## config.mk

```make
export PLATFORM = sky130hd
export DESIGN_NAME = tick_task_scheduler_table
export DESIGN_NICKNAME = d
export VERILOG_FILES = /design/src/hdl/tts_pkg.sv /design/src/hdl/tts_front.sv /design/src/hdl/tts_back.sv /design/src/hdl/tick_task_scheduler_table.sv
export SDC_FILE = /design/constraint.sdc
export NUM_CORES = 2
export LEC_CHECK = 0
export BUFFER_PORTS_ARGS = -buffer_cell sky130_fd_sc_hd__buf_2
export CAP_MARGIN = 25
export CORE_AREA = 5 5 360 362
export CTS_CLUSTER_SIZE = 12
export DETAILED_ROUTE_END_ITERATION = 16
export DIE_AREA = 0 0 365 367
export SLEW_MARGIN = 20
export SYNTH_ARGS = -nofsm -noshare
export SYNTH_HDL_FRONTEND = slang
export SYNTH_SLANG_ARGS = --single-unit
export TNS_END_PERCENT = 30
```

## constraint.sdc

```tcl
create_clock -name clk -period 12.7 [get_ports clk]
set_input_delay 1.27 -clock clk [delete_from_list [all_inputs] [get_ports clk]]
set_output_delay 1.27 -clock clk [all_outputs]
set_load 0.01 [all_outputs]
```

## src/hdl/tts_pkg.sv

```systemverilog
package tts_pkg;
  localparam int NUM_SLOTS = 8;
  localparam int SW = $clog2(NUM_SLOTS);
  localparam int AW = $clog2(NUM_SLOTS + 1);
  localparam int QD = 2;

  typedef enum logic [1:0] {
    CMD_ADD = 2'd0,
    CMD_DEL = 2'd1,
    CMD_TICK = 2'd2,
    CMD_DISP = 2'd3
  } cmd_t;

  typedef struct packed {
    cmd_t        command;
    logic [2:0]  slot_to_delete;
    logic [15:0] task_tag;
    logic [31:0] first_delay;
    logic [31:0] repeat_period;
  } item_t;

  typedef struct packed {
    logic [AW-1:0] added_slot;
    logic          run_valid;
    logic [2:0]    run_slot;
    logic [15:0]   run_tag;
  } res_t;
endpackage

```

## src/hdl/tts_front.sv

```systemverilog
module tts_front (
  input  logic          clk,
  input  logic          rst_n,
  input  logic          in_valid,
  output logic          in_ready,
  input  tts_pkg::item_t in_item,
  output logic          q_valid,
  input  logic          q_pop,
  output tts_pkg::item_t q_item
);
  import tts_pkg::*;

  localparam int PW = $clog2(QD);

  item_t           mem_r [QD];
  logic [PW-1:0]   wp_r, wp_nxt, rp_r, rp_nxt;
  logic [PW:0]     cnt_r, cnt_nxt;
  logic            push;

  assign in_ready = (cnt_r != (PW+1)'(QD));
  assign push     = in_valid && in_ready;
  assign q_valid  = (cnt_r != '0);
  assign q_item   = mem_r[rp_r];

  always_comb begin
    wp_nxt  = push ? wp_r + 1'b1 : wp_r;
    rp_nxt  = q_pop ? rp_r + 1'b1 : rp_r;
    cnt_nxt = cnt_r + (PW+1)'(push) - (PW+1)'(q_pop);
  end

  always_ff @(posedge clk) begin
    if (!rst_n) begin
      wp_r  <= '0;
      rp_r  <= '0;
      cnt_r <= '0;
    end else begin
      wp_r  <= wp_nxt;
      rp_r  <= rp_nxt;
      cnt_r <= cnt_nxt;
    end
    if (push) begin
      mem_r[wp_r] <= in_item;
    end
  end

  a_cnt_bound: assert property (@(posedge clk) disable iff (!rst_n)
    cnt_r <= (PW+1)'(QD)) else $error("queue overfilled");
  a_no_pop_empty: assert property (@(posedge clk) disable iff (!rst_n)
    q_pop |-> q_valid) else $error("pop from empty queue");
  a_cnt_step: assert property (@(posedge clk) disable iff (!rst_n)
    push && !q_pop |=> cnt_r == $past(cnt_r) + 1'b1) else $error("count slip");
endmodule

```

## src/hdl/tts_back.sv

```systemverilog
module tts_back (
  input  logic           clk,
  input  logic           rst_n,
  input  logic           q_valid,
  output logic           q_pop,
  input  tts_pkg::item_t q_item,
  output logic           res_valid,
  input  logic           res_ready,
  output tts_pkg::res_t  res
);
  import tts_pkg::*;

  typedef enum logic [3:0] {
    S_IDLE = 4'b0001,
    S_WALK = 4'b0010,
    S_MIN  = 4'b0100,
    S_OUT  = 4'b1000
  } st_t;

  st_t            st_r, st_nxt;
  logic [NUM_SLOTS-1:0] valid_r, ready_r;
  logic [15:0]    tag_r   [NUM_SLOTS];
  logic [31:0]    delay_r [NUM_SLOTS];
  logic [31:0]    period_r[NUM_SLOTS];
  logic [SW-1:0]  cur_r;
  logic [31:0]    elap_r;
  logic [SW:0]    idx_r;
  logic [SW-1:0]  best_r;
  logic [31:0]    bestd_r;
  logic           found_r;
  item_t          it_r;
  res_t           res_r;
  logic           rv_r;

  logic [SW-1:0]  ix;
  logic           last;
  logic           empty_found;
  logic [SW-1:0]  first_free;
  logic           disp_go;

  assign ix    = idx_r[SW-1:0];
  assign last  = (idx_r == (SW+1)'(NUM_SLOTS - 1));
  assign q_pop = (st_r == S_IDLE) && q_valid && !rv_r;
  assign res_valid = rv_r;
  assign res   = res_r;
  // keep walking once the release has cleared the ready flag
  assign disp_go = (it_r.command == CMD_DISP) && (ready_r[cur_r] || idx_r != '0);

  always_comb begin
    empty_found = 1'b0;
    first_free  = '0;
    for (int s = NUM_SLOTS - 1; s >= 0; s--) begin
      if (!valid_r[s]) begin
        empty_found = 1'b1;
        first_free  = SW'(s);
      end
    end
  end

  always_comb begin
    st_nxt = st_r;
    case (st_r)
      S_IDLE: if (q_pop) st_nxt = S_WALK;
      S_WALK: if (disp_go) begin
        if (last) st_nxt = S_MIN;
      end else begin
        st_nxt = S_OUT;
      end
      S_MIN:  if (last) st_nxt = S_OUT;
      S_OUT:  st_nxt = S_IDLE;
      default: st_nxt = S_IDLE;
    endcase
  end

  always_ff @(posedge clk) begin
    if (!rst_n) begin
      st_r    <= S_IDLE;
      valid_r <= '0;
      ready_r <= '0;
      cur_r   <= '0;
      elap_r  <= '0;
      rv_r    <= 1'b0;
      idx_r   <= '0;
      found_r <= 1'b0;
      for (int s = 0; s < NUM_SLOTS; s++) begin
        tag_r[s]    <= '0;
        delay_r[s]  <= '0;
        period_r[s] <= '0;
      end
    end else begin
      st_r <= st_nxt;
      if (rv_r && res_ready) rv_r <= 1'b0;
      case (st_r)
        S_IDLE: begin
          if (q_pop) begin
            it_r  <= q_item;
            idx_r <= '0;
            res_r <= '0;
          end
        end
        S_WALK: begin
          case (it_r.command)
            CMD_ADD: begin
              if (empty_found) begin
                valid_r[first_free]  <= 1'b1;
                ready_r[first_free]  <= 1'b0;
                tag_r[first_free]    <= it_r.task_tag;
                delay_r[first_free]  <= it_r.first_delay;
                period_r[first_free] <= it_r.repeat_period;
                res_r.added_slot     <= AW'(first_free);
              end else begin
                res_r.added_slot <= AW'(NUM_SLOTS);
              end
            end
            CMD_DEL: begin
              if (32'(it_r.slot_to_delete) < NUM_SLOTS) begin
                valid_r[SW'(it_r.slot_to_delete)]  <= 1'b0;
                ready_r[SW'(it_r.slot_to_delete)]  <= 1'b0;
                tag_r[SW'(it_r.slot_to_delete)]    <= '0;
                delay_r[SW'(it_r.slot_to_delete)]  <= '0;
                period_r[SW'(it_r.slot_to_delete)] <= '0;
              end
            end
            CMD_TICK: begin
              if (valid_r[cur_r]) begin
                if (delay_r[cur_r] == '0) begin
                  ready_r[cur_r] <= 1'b1;
                  if (period_r[cur_r] != '0) delay_r[cur_r] <= period_r[cur_r];
                end else begin
                  delay_r[cur_r] <= delay_r[cur_r] - 1'b1;
                  if (elap_r != '1) elap_r <= elap_r + 1'b1;
                end
              end
            end
            CMD_DISP: begin
              if (disp_go) begin
                if (idx_r == '0) begin
                  res_r.run_valid <= 1'b1;
                  res_r.run_slot  <= 3'(cur_r);
                  res_r.run_tag   <= tag_r[cur_r];
                  ready_r[cur_r]  <= 1'b0;
                  if (period_r[cur_r] == '0) begin
                    valid_r[cur_r]  <= 1'b0;
                    tag_r[cur_r]    <= '0;
                    delay_r[cur_r]  <= '0;
                    period_r[cur_r] <= '0;
                  end
                end
                if (valid_r[ix] && ix != cur_r) begin
                  delay_r[ix] <= (delay_r[ix] > elap_r) ? delay_r[ix] - elap_r : '0;
                end
                idx_r   <= last ? '0 : idx_r + 1'b1;
                found_r <= 1'b0;
                bestd_r <= '0;
                best_r  <= '0;
              end
            end
            default: ;
          endcase
        end
        S_MIN: begin
          if (valid_r[ix] && (!found_r || delay_r[ix] < bestd_r)) begin
            best_r  <= ix;
            bestd_r <= delay_r[ix];
            found_r <= 1'b1;
          end
          idx_r <= idx_r + 1'b1;
          if (last) begin
            if (valid_r[ix] && (!found_r || delay_r[ix] < bestd_r)) cur_r <= ix;
            else cur_r <= best_r;
            elap_r <= '0;
          end
        end
        S_OUT: rv_r <= 1'b1;
        default: ;
      endcase
    end
  end

  a_pop_idle: assert property (@(posedge clk) disable iff (!rst_n)
    q_pop |-> !rv_r) else $error("pop with result pending");
  a_out_once: assert property (@(posedge clk) disable iff (!rst_n)
    st_r == S_OUT |=> rv_r) else $error("result not raised");
  a_run_full: assert property (@(posedge clk) disable iff (!rst_n)
    rv_r && res_r.run_valid |-> res_r.added_slot == '0) else $error("mixed result");
endmodule

```

## src/hdl/tick_task_scheduler_table.sv

```systemverilog
// Add, delete and tick pass through IDLE, WALK and OUT; a dispatch that releases
// a task also passes MIN (one pass in WALK to age slots, one in MIN to find the
// earliest). The back end works one word at a time, with a two-word queue in
// front so input can be taken while it works.
// Reset: synchronous active-low rst_n clears all slots, current slot and tick count.
module tick_task_scheduler_table (
  input  logic        clk,
  input  logic        rst_n,
  input  logic        in_valid,
  output logic        in_ready,
  input  logic [1:0]  in_command,
  input  logic [2:0]  in_slot_to_delete,
  input  logic [15:0] in_task_tag,
  input  logic [31:0] in_first_delay,
  input  logic [31:0] in_repeat_period,
  output logic        out_valid,
  input  logic        out_ready,
  output logic [3:0]  out_added_slot,
  output logic        out_run_valid,
  output logic [2:0]  out_run_slot,
  output logic [15:0] out_run_tag
);
  import tts_pkg::*;

  item_t in_item, q_item;
  res_t  res;
  logic  q_valid, q_pop;

  assign in_item.command        = cmd_t'(in_command);
  assign in_item.slot_to_delete = in_slot_to_delete;
  assign in_item.task_tag       = in_task_tag;
  assign in_item.first_delay    = in_first_delay;
  assign in_item.repeat_period  = in_repeat_period;

  tts_front u_front (
    .clk, .rst_n, .in_valid, .in_ready, .in_item,
    .q_valid, .q_pop, .q_item
  );

  tts_back u_back (
    .clk, .rst_n, .q_valid, .q_pop, .q_item,
    .res_valid(out_valid), .res_ready(out_ready), .res
  );

  assign out_added_slot = 4'(res.added_slot);
  assign out_run_valid  = res.run_valid;
  assign out_run_slot   = res.run_slot;
  assign out_run_tag    = res.run_tag;
endmodule
```

==> impl_metrics.toml <==
[status]
status = "finished, final reports clean"

[sta]
slew_headroom_pct = 22.8
whs_ps = 471
finalCritPeriodShare_pct = 57.7
fmax_mhz = 137
tightest_slew_ps = 1160
fin_crit_ps = 7320
hold_viol_final = 0
fin_skew_ps = 53.4
finalMaxSlewViolations = 0
final.setup.tns_ps = 0
rsz0062_at_grt = "false"
setup_viol = 0

[drt]
drc_errors = 0
initialDrtViolationCount = 3679
vias = 33336
vias_per_cell = 6.02
drt-pass1-iter-count = 5
routed_wirelength_mm = 147
wl_per_cell_um = 26.5
drtAntennaViolNets = 0

[yosys]
netlist.area_leader.share_pct = 57.2
syn_nets = 3896
ys_seq_area_share_pct = 60.0
synthesis.area_mm2 = 0.0501
ys_warn_count = 0
synth_top_area_cell = "edfxtp_1"
synth_cell_types = 80
synth-seq-cells = 1025
async_flop_share_pct = 0
synth_edf_count = 954
syn_avg_cell_area_um2 = 13.4
postSynthCellCount = 3736
synth_top_flop_cell = "edfxtp_1"
synth.area.top_cells = "edfxtp_1 (57%), mux4_2 (10%), nor2_1 (3.6%), o22ai_1 (3.3%), mux2_2 (2.9%)"

[clocking]
cts_htree_levels = 3
cts.repair.resized = 0
cts_made_buffers = 110
clk_pin_slew_ps = 60
clk_latency_ps = 740
root_buffer = "clkbuf_16"
clk_path_buf_depth = 3
cts.sinks = 1025
holdBufCountCts = 0
cts_tree = "yes"
post_cts_buffers = 0

[global_route]
grt_pass1_vias = 33319
grt_pass1_wl_mm = 216
track_usage_pct = 21.5
antenna_found_initial = 1
grt_overflow = 0
grt_start_max_net_pins = 111

[power_and_ir_drop]
power_density_mw_per_mm2 = 146
vdd_ir_drop_max_v = 0.000119
p_leak_nw = 19.1

[critical_path]
endpoint_kind = "register"
crit_fanout = 63
crit_required_ps = 13070
cp_data_arrival_time_ps = 7690
start_kind = "register"
criticalPathCategory = "reg2reg"

[place]
io_buffers = 114
hpwl_mm = 92.6
place_congestion = 0.900

[finish]
regArea_mm2 = 0.0301
drive_gt1_share_pct = 20.3
num-fill-cells = 11355
multi_input_area_mm2 = 0.0188
area_growth_pct = 11.6
nets = 3956
diodes = 0

[floorplan]
die_x_um = 365
core_mm2 = 0.126
initial_utilization_pct = 39.6
rows = 131
ios = 115
die_area_mm2 = 0.134
die_h_um = 367

[run]
drv_cap = 0

[min_path]
worstHoldPathType = "reg2reg"
critical path, stage by stage, from the launching register on:
cell and delay [ps]:
dfxtp_4 740, buf_4 680, buf_4 730, mux4_2 410, mux2i_1 260, nand3_1 150, nor4_1 700, nand4_1 340
nor2_1 360, nand2_1 210, o32a_2 420, buf_4 340, o31a_1 200, buf_4 310, nand3_2 510, buf_4 410
cell families (layout without fill, tap and decap cells):
logic type	count (synthesis)	count (layout)	share of synthesized area, %
DFF	1025	1025	60.0
and+or+nand+nor	1147	1147	10.9
muxes	422	422	14.4
buffers and inverters	335	476	2.87
xor gates and xnor gates	82	82	1.43
AOI/OAI and AO/OA	654	654	8.62
adders and majority gates	71	71	1.79
state kept, by name (all words and copies together), names as in the netlist, named ones only:
register,flops
u_back.best_r,3
u_back.bestd_r,32
u_back.cur_r,3
u_back.delay_r,256
u_back.elap_r,32
u_back.found_r,1
u_back.idx_r,4
u_back.it_r,85
u_back.period_r,256
u_back.ready_r,8
u_back.res,24
u_back.res_valid,1
u_back.st_r,4
u_back.tag_r,128
u_back.valid_r,8
u_front.cnt_r,2
u_front.mem_r,170
u_front.rp_r,1
u_front.wp_r,1
per-stage QoR:
step | instance area, um^2 | instances | util, % | total power [mW] | worst slack, ps
4_1_cts | 55900 | 5538 | 44.2 | 8.23 | 5520
5_1_grt | 55900 | 5539 | 44.2 | 8.46 | 5230
6_report | 55900 | 5539 | 44.2 | 8.17 | 5380
3_5_place_dp | 52500 | 5345 | 41.5 | 5.14 | 5560
3_3_place_gp | 52500 | 5342 | 41.5 | 5.13 | 5630
2_1_floorplan | 50100 | 3736 | - | 4.75 | 3850
cell type report:
type,count,share of cell area [%]
Tap cell,1662,3.72
Inverter,95,0.638
Sequential cell,1025,53.8
Clock inverter,53,0.884
Multi-Input combinational cell,2376,33.7
Timing Repair Buffer,188,2.07
Clock buffer,140,5.22
per-layer routing:
layer	GRT usage, %	vias up	routed length, um
met1	28.6	16820	58200
met5	0	-	0
met2	35.0	1638	69400
li1	-	14554	-
met3	4.21	324	13200
met4	8.06	0	5730
synth_stat cells (15+ instances only):
library cell	count
and2_1	144
buf_1	27
a21oi_1	98
mux2_2	130
dfxtp_1	71
nand2b_1	18
nor4_1	24
ha_1	70
a21oi_2	24
or4_1	16
mux2i_1	66
mux4_2	226
clkbuf_1	149
xor2_1	27
nor3_1	79
nand4_1	28
and3_1	22
inv_1	93
buf_2	37
nor2b_1	33
xnor2_1	55
nand3_1	51
o21a_1	17
o22ai_1	267
nand2_1	190
a21boi_0	15
a21o_1	28
o21ai_0	72
edfxtp_1	954
a211oi_1	38
nor2_1	481
buf_4	18
or3_1	21
cells in the final DEF (no fill, tap or decap), types with 16 or more instances in the layout:
cell / synthesis / final
xor2_1: 27 / 27
clkbuf_16: 0 / 111
and2_1: 144 / 143
dfxtp_1: 71 / 65
buf_2: 37 / 115
o21a_1: 17 / 17
nand2_1: 190 / 184
nor3_1: 79 / 79
ha_1: 70 / 70
inv_1: 93 / 93
mux4_2: 226 / 226
a21o_1: 28 / 28
mux2i_1: 66 / 66
or4_1: 16 / 16
o21ai_0: 72 / 70
xnor2_1: 55 / 55
edfxtp_1: 954 / 954
nand3_1: 51 / 40
a21oi_2: 24 / 24
a21oi_1: 98 / 95
clkbuf_1: 149 / 26
clkinv_1: 0 / 22
nand4_1: 28 / 28
nand2b_1: 18 / 18
nor4_1: 24 / 22
buf_4: 18 / 68
mux2_2: 130 / 130
nor2_1: 481 / 478
a211oi_1: 38 / 38
or3_1: 21 / 21
and3_1: 22 / 21
nor2b_1: 33 / 32
o22ai_1: 267 / 267
path summary, 6_finish.rpt:
check	startpoint	endpoint	slack (ps)	depth (start not counted)
hold reg to reg	u_back.ready_r[7]	u_back.ready_r[7]	470	2
setup / recovery	register	u_back.delay_r[7][8]	5380	15
setup reg to reg	register	u_back.delay_r[7][8]	5380	15
hold / removal	u_back.ready_r[7]	u_back.ready_r[7]	470	2
where the power goes:
part           internal, mW  total, mW  switching [mW]
registers              3.97       4.12           0.149
logic                 0.319      0.964           0.644
clock network          1.74       3.09            1.35
total                  6.02       8.17            2.15
Note: power is estimated with default switching activity, not from simulation.
